File: src/rtl/wsrc_pkg.sv
`default_nettype none

package wsrc_pkg;

  localparam int unsigned IDX_W      = 10;
  localparam int unsigned DMG_W      = 16;
  localparam int unsigned VM_W       = 32;
  localparam int unsigned STR_W      = 32;
  localparam int unsigned COEF_W     = 16;
  localparam int unsigned FRAC_W     = 12;
  localparam int unsigned SPAN_D_W   = 16;
  localparam int unsigned SPAN_S_W   = 32;
  localparam int unsigned WIN_W      = 4;
  localparam int unsigned CFG_IDX_W  = 3;
  localparam int unsigned CFG_DATA_W = 32;
  localparam int unsigned PROD_W     = COEF_W + STR_W;

  localparam logic signed [DMG_W-1:0] RST_DAMAGE_MID  = 16'sd8192;
  localparam logic signed [DMG_W-1:0] RST_DAMAGE_MAX  = 16'sd16384;
  localparam logic [COEF_W-1:0]       RST_LOW_COEFF   = 16'd2048;
  localparam logic [COEF_W-1:0]       RST_HIGH_COEFF  = 16'd2458;
  localparam logic [SPAN_D_W-1:0]     RST_DAMAGE_SPAN = 16'd819;
  localparam logic [SPAN_S_W-1:0]     RST_STRESS_SPAN = 32'd3000;
  localparam logic [WIN_W-1:0]        RST_DAMAGE_WIN  = 4'd5;
  localparam logic [WIN_W-1:0]        RST_STRESS_WIN  = 4'd5;

  typedef enum logic [CFG_IDX_W-1:0] {
    REG_DAMAGE_MID  = 3'd0,
    REG_DAMAGE_MAX  = 3'd1,
    REG_LOW_COEFF   = 3'd2,
    REG_HIGH_COEFF  = 3'd3,
    REG_DAMAGE_SPAN = 3'd4,
    REG_STRESS_SPAN = 3'd5,
    REG_DAMAGE_WIN  = 3'd6,
    REG_STRESS_WIN  = 3'd7
  } cfg_reg_e;

  typedef struct packed {
    logic [IDX_W-1:0]        element_index;
    logic signed [DMG_W-1:0] damage;
    logic [VM_W-1:0]         von_mises;
    logic [STR_W-1:0]        strength;
  } in_word_t;

  typedef struct packed {
    logic refine;
    logic damage_stable;
    logic stress_stable;
  } out_word_t;

  typedef struct packed {
    cfg_reg_e                index;
    logic [CFG_DATA_W-1:0]   data;
  } cfg_word_t;

  typedef struct packed {
    logic signed [DMG_W-1:0] damage_mid_limit;
    logic signed [DMG_W-1:0] damage_max_limit;
    logic [COEF_W-1:0]       low_stress_coeff;
    logic [COEF_W-1:0]       high_stress_coeff;
    logic [SPAN_D_W-1:0]     damage_span_limit;
    logic [SPAN_S_W-1:0]     stress_span_limit;
    logic [WIN_W-1:0]        damage_window;
    logic [WIN_W-1:0]        stress_window;
  } cfg_regs_t;

  typedef enum logic [2:0] {
    ST_CLEAR,
    ST_IDLE,
    ST_REDUCE,
    ST_UPDATE,
    ST_SCAN,
    ST_LAST,
    ST_RESULT
  } ctrl_state_e;

  typedef struct packed {
    logic clear_step;
    logic capture;
    logic reduce_step;
    logic meta_read;
    logic update;
    logic scan_read;
    logic load_out;
  } dp_cmd_t;

  typedef struct packed {
    logic clear_last;
    logic reduce_done;
    logic single_read;
    logic scan_last;
    logic out_free;
  } dp_status_t;

endpackage

`default_nettype wire

File: src/rtl/wsrc_cfg.sv
`default_nettype none

module wsrc_cfg (
  input  wire                     clk_i,
  input  wire                     rst_ni,
  input  wire                     valid_i,
  input  wsrc_pkg::cfg_word_t     word_i,
  output logic                    ready_o,
  output wsrc_pkg::cfg_regs_t     regs_o
);

  wsrc_pkg::cfg_regs_t regs_q, regs_d;

  assign ready_o = 1'b1;
  assign regs_o  = regs_q;

  always_comb begin
    regs_d = regs_q;
    if (valid_i) begin
      unique case (word_i.index)
        wsrc_pkg::REG_DAMAGE_MID:  regs_d.damage_mid_limit  = $signed(word_i.data[15:0]);
        wsrc_pkg::REG_DAMAGE_MAX:  regs_d.damage_max_limit  = $signed(word_i.data[15:0]);
        wsrc_pkg::REG_LOW_COEFF:   regs_d.low_stress_coeff  = word_i.data[15:0];
        wsrc_pkg::REG_HIGH_COEFF:  regs_d.high_stress_coeff = word_i.data[15:0];
        wsrc_pkg::REG_DAMAGE_SPAN: regs_d.damage_span_limit = word_i.data[15:0];
        wsrc_pkg::REG_STRESS_SPAN: regs_d.stress_span_limit = word_i.data;
        wsrc_pkg::REG_DAMAGE_WIN:  regs_d.damage_window     = word_i.data[3:0];
        wsrc_pkg::REG_STRESS_WIN:  regs_d.stress_window     = word_i.data[3:0];
        default:                   regs_d = regs_q;
      endcase
    end
  end

  always_ff @(posedge clk_i or negedge rst_ni) begin
    if (!rst_ni) begin
      regs_q.damage_mid_limit  <= wsrc_pkg::RST_DAMAGE_MID;
      regs_q.damage_max_limit  <= wsrc_pkg::RST_DAMAGE_MAX;
      regs_q.low_stress_coeff  <= wsrc_pkg::RST_LOW_COEFF;
      regs_q.high_stress_coeff <= wsrc_pkg::RST_HIGH_COEFF;
      regs_q.damage_span_limit <= wsrc_pkg::RST_DAMAGE_SPAN;
      regs_q.stress_span_limit <= wsrc_pkg::RST_STRESS_SPAN;
      regs_q.damage_window     <= wsrc_pkg::RST_DAMAGE_WIN;
      regs_q.stress_window     <= wsrc_pkg::RST_STRESS_WIN;
    end else begin
      regs_q <= regs_d;
    end
  end

endmodule

`default_nettype wire

File: config.mk
export PLATFORM = sky130hd
export DESIGN_NAME = wsrc_cfg
export DESIGN_NICKNAME = d
export VERILOG_FILES = /design/src/rtl/wsrc_pkg.sv /design/src/rtl/wsrc_cfg.sv
export SDC_FILE = /design/constraint.sdc
export NUM_CORES = 1
export LEC_CHECK = 0
export BUFFER_PORTS_ARGS = -buffer_cell sky130_fd_sc_hd__buf_2
export CAP_MARGIN = 15
export CORE_MARGIN = 2
export CORE_UTILIZATION = 54
export CTS_CLUSTER_SIZE = 25
export DETAILED_ROUTE_END_ITERATION = 12
export PLACE_DENSITY = 0.85
export SLEW_MARGIN = 20
export SYNTH_ARGS = -nofsm -noshare
export SYNTH_HDL_FRONTEND = slang
export SYNTH_SLANG_ARGS = --single-unit
export TNS_END_PERCENT = 50
File: constraint.sdc
create_clock -name clk_i -period 1.65 [get_ports clk_i]
set_input_delay 0.165 -clock clk_i [delete_from_list [all_inputs] [get_ports clk_i]]
set_output_delay 0.165 -clock clk_i [all_outputs]
set_load 0.05 [all_outputs]
==> run summary <==
Status -> finished, final reports clean
Vias in the first global route -> 3292
Mean Syn Cell Area -> 17.53 um2
Clock buffer depth -> 2
Die Area -> 9359 um2
Sink Count -> 120
Drt wl/cell -> 18.67 um
Ant diodes -> 0
Hold Violations, Final -> 0
TritonCTS Buffers -> 17
Critical path's slowest cell -> dfstp_2
Drt initial violations -> 80
Pin count of the biggest net entering global routing -> 50
Post-CTS resize count -> 0
H-Tree Depth -> 4
Crit start category -> register
LEAKAGE -> 0.003104 uW
Clk slew on worst S/H paths -> 0.06 ns
Setup Viol. Count Final -> 0
Setup TNS -> 0 ns
Net count after synthesis -> 303
Peak VDD IR -> 952.1 uV
First-pass GRT wire length -> 17360 um
Drt total wl -> 10850 um
Min-Delay Path Class -> primary input to register
Most frequent cells in the layout -> buf_2, mux2_2, dfrtp_1
Post-layout min period -> 1.452 ns
All-Layer GR Usage -> 0.2375
Clk_lat worst skew -> 0.49 ns
PortBufs -> 157
Crit-path max cell delay -> 0.55 ns
Placed inst area -> 5640 um2
Die X -> 96.74 um
Fmax -> 688.6 MHz
Root Buffer -> clkbuf_8
Slew Viols, Final -> 0
Post-DRT Antenna Nets -> 0
Hpwl dp -> 7194 um
Yosys warns -> 0
RePlAce Congestion -> 0.7474
Crit-path cells -> buf_2
First-pass iteration count of the detailed router -> 4
Finished Core Util -> 0.7880
Sequential cell area fraction in the yosys report -> 0.6536
# DRC -> 0
Reg2reg start -> regs_o[101]$_DFFE_PN0P_
Via count -> 3015
Area Growth Syn to Fin -> 40.11%
Filler cell count -> 477
Met1 usage -> 0.2949
Worst R2R Setup Slack -> 0.84 ns
Initial antenna violation count -> 0
Post-Syn Instances -> 265
Yosys cell types -> 15
Max-cap violations -> 0
Total gr overflow -> 0
CTS tree -> yes
CP arrival -> 1.29 ns
#FFs+latches synth -> 120
Worst setup path start -> regs_o[15]$_DFFE_PN1P_
GR peak layer -> met2
Max reg flops -> 120
Family with the most delay on the worst path -> flip-flops
Reg-to-Reg End -> regs_o[101]$_DFFE_PN0P_
Crit-path max FO -> 2
GR Layer Usage met2 -> 0.3996
Worst slew margin -> 0.6007
Worst endpoint required time -> 1.48 ns
Final worst-path cycle share -> 0.8801
Initial Utilization -> 0.5624
Vias per Instance -> 5.189
PD cells -> 1788 nW/um2
Clock skew -> 0 ns
Core Box Area -> 8258 um2
I/O pins -> 159
Layout cells sized above 1 -> 0.7248
Worst-margin pin slew -> 0.5967 ns
Net count, final -> 501
Postcts setup bufs -> 0
Post-Synthesis Cell Area -> 4644 um2
Setup Crit Path Kind -> register to output port
Worst Path Buf+Inv -> 1
RSZ-0062 raised after global routing -> no
Most common cell after layout, fill and taps aside -> buf_2
M3 GR Usage -> 0.07803
Reg2Reg Depth -> 1
Crit path capture -> regs_o[15]
CP Depth -> 1
Final Instance Area -> 6507 um2
Worst setup EP type -> output port
Chip height -> 96.74 um
Row count -> 33
-- how the worst min path moves through the flow --
stage,startpoint,to,slack [ns],cells after the start
2_1_floorplan,rst_ni,regs_o[100]$_DFFE_PN0P_,-0.13,0
3_5_place_dp,rst_ni,regs_o[80]$_DFFE_PN0P_,0.12,1
6_report,word_i[3],regs_o[75]$_DFFE_PN0P_,0.06,2
5_1_grt,word_i[1],regs_o[73]$_DFFE_PN0P_,0.04,2
4_1_cts,word_i[1],regs_o[1]$_DFFE_PN0P_,0.03,2
3_3_place_gp,rst_ni,regs_o[80]$_DFFE_PN0P_,0.12,1
-- per-layer routing --
metal / vias up / wire (um)
li1: 1338 / -
met1: 1548 / 4512
met2: 119 / 5544
met3: 10 / 686
met4: 0 / 102
met5: - / 0
-- cell type report --
| class | count | area (um2) | area share |
|---|---|---|---|
| Clock inverter | 12 | 151.4 | 0.02326 |
| Tap cell | 105 | 131.4 | 0.02019 |
| Clock buffer | 20 | 425.4 | 0.06537 |
| Timing Repair Buffer | 195 | 1234 | 0.1896 |
| Sequential cell | 120 | 3035 | 0.4664 |
| Multi-Input combinational cell | 129 | 1530 | 0.2351 |
-- cell families (layout without fill, tap and decap cells) --
group | Yosys count | count (layout) | synth area share
mux | 120 | 120 | 0.2990
flops | 120 | 120 | 0.6536
buf+inv | 16 | 227 | 0.02667
simple gates | 8 | 8 | 0.01994
other cells | 1 | 1 | 0.0008074
-- through the flow --
stage	power [uW]	setup WS, ns	hold slack, ns	cells
final	11640	0.1978	0.06023	581
after global routing	12070	0.1515	0.04310	581
after CTS	11730	0.1670	0.02750	581
after detailed placement	8093	0.1065	0.1153	520
after global placement	7980	0.1553	0.1160	520
after floorplan	7064	0.2729	-0.1306	265
-- Yosys cell counts, drive strengths merged --
cell type	count	area [um2]
nor4b	1	23.77
dfstp	26	683.2
conb	1	3.750
nand4	1	6.260
nand4b	3	32.53
nor4bb	3	30.03
dfrtp	94	2352
mux2	120	1389
buf	16	123.9
-- power by group --
part	total [uW]	internal [uW]	switching [uW]
sequential	4050	3700	351
clock	3530	2300	1230
combinational	4050	1070	2990
total	11600	7060	4580
-- repair_timing --
action	in CTS	in global routing
hold buffers	29	0
endpoints found under the setup margin	0	0
endpoints found under the hold margin	182	0
No activity file was read; power rests on OpenSTA's default activity.
