==> src/rtl/wsrc_pkg.sv <==
`default_nettype none

package wsrc_pkg;

  localparam int unsigned IDX_W      = 10;
  localparam int unsigned DMG_W      = 16;
  localparam int unsigned VM_W       = 32;
  localparam int unsigned STR_W      = 32;
  localparam int unsigned COEF_W     = 16;
  localparam int unsigned FRAC_W     = 12;
  localparam int unsigned SPAN_D_W   = 16;
  localparam int unsigned SPAN_S_W   = 32;
  localparam int unsigned WIN_W      = 4;
  localparam int unsigned CFG_IDX_W  = 3;
  localparam int unsigned CFG_DATA_W = 32;
  localparam int unsigned PROD_W     = COEF_W + STR_W;

  localparam logic signed [DMG_W-1:0] RST_DAMAGE_MID  = 16'sd8192;
  localparam logic signed [DMG_W-1:0] RST_DAMAGE_MAX  = 16'sd16384;
  localparam logic [COEF_W-1:0]       RST_LOW_COEFF   = 16'd2048;
  localparam logic [COEF_W-1:0]       RST_HIGH_COEFF  = 16'd2458;
  localparam logic [SPAN_D_W-1:0]     RST_DAMAGE_SPAN = 16'd819;
  localparam logic [SPAN_S_W-1:0]     RST_STRESS_SPAN = 32'd3000;
  localparam logic [WIN_W-1:0]        RST_DAMAGE_WIN  = 4'd5;
  localparam logic [WIN_W-1:0]        RST_STRESS_WIN  = 4'd5;

  typedef enum logic [CFG_IDX_W-1:0] {
    REG_DAMAGE_MID  = 3'd0,
    REG_DAMAGE_MAX  = 3'd1,
    REG_LOW_COEFF   = 3'd2,
    REG_HIGH_COEFF  = 3'd3,
    REG_DAMAGE_SPAN = 3'd4,
    REG_STRESS_SPAN = 3'd5,
    REG_DAMAGE_WIN  = 3'd6,
    REG_STRESS_WIN  = 3'd7
  } cfg_reg_e;

  typedef struct packed {
    logic [IDX_W-1:0]        element_index;
    logic signed [DMG_W-1:0] damage;
    logic [VM_W-1:0]         von_mises;
    logic [STR_W-1:0]        strength;
  } in_word_t;

  typedef struct packed {
    logic refine;
    logic damage_stable;
    logic stress_stable;
  } out_word_t;

  typedef struct packed {
    cfg_reg_e                index;
    logic [CFG_DATA_W-1:0]   data;
  } cfg_word_t;

  typedef struct packed {
    logic signed [DMG_W-1:0] damage_mid_limit;
    logic signed [DMG_W-1:0] damage_max_limit;
    logic [COEF_W-1:0]       low_stress_coeff;
    logic [COEF_W-1:0]       high_stress_coeff;
    logic [SPAN_D_W-1:0]     damage_span_limit;
    logic [SPAN_S_W-1:0]     stress_span_limit;
    logic [WIN_W-1:0]        damage_window;
    logic [WIN_W-1:0]        stress_window;
  } cfg_regs_t;

  typedef enum logic [2:0] {
    ST_CLEAR,
    ST_IDLE,
    ST_REDUCE,
    ST_UPDATE,
    ST_SCAN,
    ST_LAST,
    ST_RESULT
  } ctrl_state_e;

  typedef struct packed {
    logic clear_step;
    logic capture;
    logic reduce_step;
    logic meta_read;
    logic update;
    logic scan_read;
    logic load_out;
  } dp_cmd_t;

  typedef struct packed {
    logic clear_last;
    logic reduce_done;
    logic single_read;
    logic scan_last;
    logic out_free;
  } dp_status_t;

endpackage

`default_nettype wire

==> src/rtl/wsrc_ctrl.sv <==
`default_nettype none

module wsrc_ctrl (
  input  wire                      clk_i,
  input  wire                      rst_ni,
  input  wire                      in_valid_i,
  output logic                     in_ready_o,
  input  wsrc_pkg::dp_status_t     status_i,
  output wsrc_pkg::dp_cmd_t        cmd_o
);

  wsrc_pkg::ctrl_state_e state_q, state_d;

  always_ff @(posedge clk_i or negedge rst_ni) begin
    if (!rst_ni) begin
      state_q <= wsrc_pkg::ST_CLEAR;
    end else begin
      state_q <= state_d;
    end
  end

  always_comb begin
    state_d    = state_q;
    cmd_o      = '0;
    in_ready_o = 1'b0;
    unique case (state_q)
      wsrc_pkg::ST_CLEAR: begin
        cmd_o.clear_step = 1'b1;
        if (status_i.clear_last) state_d = wsrc_pkg::ST_IDLE;
      end
      wsrc_pkg::ST_IDLE: begin
        in_ready_o = 1'b1;
        if (in_valid_i) begin
          cmd_o.capture = 1'b1;
          state_d       = wsrc_pkg::ST_REDUCE;
        end
      end
      wsrc_pkg::ST_REDUCE: begin
        // The index is folded into range first; the history lookup follows.
        if (status_i.reduce_done) begin
          cmd_o.meta_read = 1'b1;
          state_d         = wsrc_pkg::ST_UPDATE;
        end else begin
          cmd_o.reduce_step = 1'b1;
        end
      end
      wsrc_pkg::ST_UPDATE: begin
        cmd_o.update = 1'b1;
        if (status_i.single_read) state_d = wsrc_pkg::ST_RESULT;
        else                      state_d = wsrc_pkg::ST_SCAN;
      end
      wsrc_pkg::ST_SCAN: begin
        cmd_o.scan_read = 1'b1;
        if (status_i.scan_last) state_d = wsrc_pkg::ST_LAST;
      end
      wsrc_pkg::ST_LAST: begin
        state_d = wsrc_pkg::ST_RESULT;
      end
      wsrc_pkg::ST_RESULT: begin
        if (status_i.out_free) begin
          cmd_o.load_out = 1'b1;
          state_d        = wsrc_pkg::ST_IDLE;
        end
      end
      default: state_d = wsrc_pkg::ST_CLEAR;
    endcase
  end

endmodule

`default_nettype wire

==> config.mk <==
export PLATFORM = sky130hd
export DESIGN_NAME = wsrc_ctrl
export DESIGN_NICKNAME = d
export VERILOG_FILES = /design/src/rtl/wsrc_pkg.sv /design/src/rtl/wsrc_ctrl.sv
export SDC_FILE = /design/constraint.sdc
export NUM_CORES = 1
export LEC_CHECK = 0
export BUFFER_PORTS_ARGS = -buffer_cell sky130_fd_sc_hd__buf_2
export CORE_AREA = 2 2 39 41
export DETAILED_ROUTE_END_ITERATION = 8
export DIE_AREA = 0 0 41 43
export GPL_ROUTABILITY_DRIVEN = 0
export PLACE_DENSITY_LB_ADDON = 0.25
export SYNTH_ARGS = -nofsm -noshare
export SYNTH_HDL_FRONTEND = slang
export SYNTH_SLANG_ARGS = --single-unit
==> constraint.sdc <==
create_clock -name clk_i -period 1.14 [get_ports clk_i]
set_clock_uncertainty 0.1 [all_clocks]
set_input_delay 0.057 -clock clk_i [delete_from_list [all_inputs] [get_ports clk_i]]
set_output_delay 0.057 -clock clk_i [all_outputs]
set_load 0.02 [all_outputs]
==> results.yml <==
critical_path:
  critPathSlowestCell: "sky130_fd_sc_hd__dfrtp_2"
  cp_slowest_stage_delay_ps: 450
  worst-setup-path-type: "reg2out"
  startpoint_type: "flop"
  bufs_and_invs_on_worst_path: 1
  critical_path_peak_fanout: 6
  worst_ep_required_time_ps: 980
  timing.critical_path.to_type: "output pin"
  cp_cell_sequence: "nor3b_4, and2_4, buf_6"
  timing.critical_path.depth: 3
  worstPathArrival_ps: 1210
  cp_top_family: "flip-flops"
  worst-r2r-cell-count: 4
cts:
  insertion_delay_ps: 250
  max-clock-path-buffers: 2
  root_buffer: "sky130_fd_sc_hd__clkbuf_4"
  tritoncts: "built"
  cts.clk_slew.worst_paths_ps: 40
  htree_levels: 1
  number_of_cts_inserted_buffers: 3
  numClockSinks: 3
final_layout:
  final_nets: 66
  area_growth_syn_to_layout_pct: 122.9
  largest_reg_flops: 3
  fin_util_pct: 37.88
  registers.top_by_ff_count: "state_q"
  layout-drive-gt1-share_pct: 68.42
  diodes: 0
  n_fill_cell: 153
  post-route-cell-area_um2: 524.3
  combined_flip_flop_and_latch_cell_area_um2: 77.57
  reg_top3: "state_q x3"
  multi_input_area_um2: 180.2
yosys:
  synth.ff_latch_count: 3
  netlist_area_before_placement_um2: 235.2
  ys_types: 19
  synth-main-ff-cell: "sky130_fd_sc_hd__dfrtp_1"
  synth_enable_flop_cells: 0
  synthDominantAreaCellType: "sky130_fd_sc_hd__dfrtp_1"
  avgSynthCellArea_um2: 8.712
  synth_commonest_cells: "3 x sky130_fd_sc_hd__dfrtp_1, 3 x sky130_fd_sc_hd__nor3_1"
  proportion_of_register_bits_with_asynchronous_set_or_reset_after_synthesis_pct: 100.0
  mappedNetlistNets: 35
  synthesis.instances: 27
  yosys_warnings: 0
  yosys.area.top_type_share_pct: 31.91
  synth-seq-area-share_pct: 31.91
  synth.top_cells.by_area: "sky130_fd_sc_hd__dfrtp_1 32%, sky130_fd_sc_hd__nor3_1 6.4%, sky130_fd_sc_hd__a21boi_0 6.4%"
sta:
  worst_slew_pin_slew_ps: 222.8
  timing_max_transition_violations_final: 0
  timing.final.setup_violations: 9
  final.min_clock_period_ps: 1367
  timing.fmax_ghz: 0.7315
  timing.max_slew.rel_slack_pct: 85.01
  tns_ps: -1695
  rsz0062_at_grt: "true"
  post-route-period-util_pct: 119.9
  timing_hold_violations_final: 0
  layout_setup_ws_ps: -227.1
grt:
  grt_pass1_wl_mm: 1.269
  antenna_found_initial: 0
  grt_max_degree: 7
  globalRouteOverflowTotal: 0
  grt_usage_pct: 10.88
  number_of_global_route_vias_before_repair: 329
status:
  outcome: "finished, violations left"
  violations_in_the_final_reports: "negative setup slack"
place:
  detailed_place.area_um2: 399.1
  place.port_buffers: 15
  dp_worst_setup_slack_ps: -89.14
  dp_hpwl_um: 514.2
floorplanning:
  die_area_um2: 1763
  starting_density_pct: 17.00
  fp.coreArea_um2: 1384
  die_x_um: 41
  top_level_ports: 16
  row_count: 14
  die_height_um: 43
flow_run:
  cap_viol_max_count: 0
pwr:
  cellLeakagePower_nw: 0.2570
  totalPowerFinal_w: 0.001392
  irDropWorstVdd_uv: 1217
  power_density_nw_per_um2: 2655
drt:
  length_of_routed_met3_wiring_um: 50
  via_count: 321
  drt-total-wl_um: 802
  met1Wirelength_um: 307
  initialDrtViolationCount: 4
  routed_via_density: 4.397
  drtAntennaViolNets: 0
  route.top_layer_used: "met4"
  wl_per_cell_um: 10.99
  met2RoutedLength_um: 423
  1st_pass_router_iterations: 2
  drc_violations_left: 0
min_path:
  path_class_of_the_lowest_slack_min_delay_path: "in2async"
==> timing repair <==
action                                  4_1_cts  5_1_grt
endpoints found under the hold margin         3        1
gates resized for setup                      16        3
hold buffers                                  1        1
endpoints found under the setup margin       11       10
cloned                                        0        0
buffers inserted                              3        0
pin swaps                                     4        3
==> cell type report <==
type                            instances  area share, %
Multi-Input combinational cell         20          34.37
Clock buffer                            4          5.012
Sequential cell                         3          14.80
Timing Repair Buffer                   28          40.57
Inverter                                2          1.432
Tap cell                               16          3.819
==> worst reg2reg max path, cell delays in order (launching register included) <==
cell and delay (ps):
sky130_fd_sc_hd__dfrtp_2 450, sky130_fd_sc_hd__buf_4 160, sky130_fd_sc_hd__mux2i_1 100, sky130_fd_sc_hd__or3_1 310
sky130_fd_sc_hd__o221ai_2 70
==> power by group <==
| part | total [W] | switching [W] | internal (W) |
|---|---|---|---|
| clock network | 0.000204 | 0.0000719 | 0.000132 |
| registers | 0.000266 | 0.000102 | 0.000164 |
| logic | 0.000921 | 0.000413 | 0.000509 |
==> layer usage <==
| metal | vias to the layer above | global-route usage (%) |
|---|---|---|
| met5 | - | 0 |
| met1 | 154 | 11.69 |
| met3 | 2 | 2.094 |
| li1 | 154 | - |
| met2 | 11 | 16.56 |
| met4 | 0 | 10.00 |
==> through the flow <==
stage,instances,hold slack (ps)
2_1_floorplan,27,-338.6
3_3_place_gp,64,-245.8
3_5_place_dp,64,-247.8
4_1_cts,72,7.182
5_1_grt,73,81.28
6_report,73,41.57
==> logic make-up after synthesis <==
kind of cell | Yosys count | synth area share [%]
simple gates | 12 | 32.45
mux | 1 | 4.255
flops | 3 | 31.91
compound gates | 7 | 20.21
buf+inv | 4 | 11.17
==> worst paths after layout <==
| path | start | end | slack (ps) |
|---|---|---|---|
| hold reg to reg | state_q[0]$_DFFE_PN0P_ | state_q[0]$_DFFE_PN0P_ | 580 |
| hold / removal | rst_ni | state_q[0]$_DFFE_PN0P_ | 40 |
| max in group asynchronous | rst_ni | state_q[2]$_DFFE_PN0P_ | 780 |
| min in group clk_i | status_i[0] | state_q[2]$_DFFE_PN0P_ | 80 |
| setup reg to reg | state_q[2]$_DFFE_PN0P_ | state_q[0]$_DFFE_PN0P_ | -130 |
| setup / recovery | state_q[2]$_DFFE_PN0P_ | cmd_o[5] | -230 |
==> placed cells by master, fill, tap and decap left out <==
| master | n |
|---|---|
| sky130_fd_sc_hd__buf_2 | 10 |
| sky130_fd_sc_hd__buf_4 | 10 |
| sky130_fd_sc_hd__buf_6 | 6 |
| sky130_fd_sc_hd__clkbuf_4 | 3 |
| sky130_fd_sc_hd__inv_1 | 2 |
| sky130_fd_sc_hd__nor3b_4 | 2 |
| sky130_fd_sc_hd__nand2_1 | 2 |
| sky130_fd_sc_hd__a21boi_0 | 2 |
| sky130_fd_sc_hd__o21ai_0 | 2 |
| sky130_fd_sc_hd__dlygate4sd3_1 | 2 |
| sky130_fd_sc_hd__dfrtp_2 | 2 |
| sky130_fd_sc_hd__nor3_2 | 1 |
| sky130_fd_sc_hd__and3_2 | 1 |
| sky130_fd_sc_hd__nand2b_4 | 1 |
| sky130_fd_sc_hd__nor3_4 | 1 |
| sky130_fd_sc_hd__nor3_1 | 1 |
| sky130_fd_sc_hd__and2_4 | 1 |
| sky130_fd_sc_hd__nor2_1 | 1 |
| sky130_fd_sc_hd__o22ai_1 | 1 |
| sky130_fd_sc_hd__mux2i_1 | 1 |
| sky130_fd_sc_hd__or3_1 | 1 |
| sky130_fd_sc_hd__o221ai_2 | 1 |
| sky130_fd_sc_hd__a21o_1 | 1 |
| sky130_fd_sc_hd__clkbuf_1 | 1 |
| sky130_fd_sc_hd__dfrtp_1 | 1 |
No activity file was read; power rests on OpenSTA's default activity.
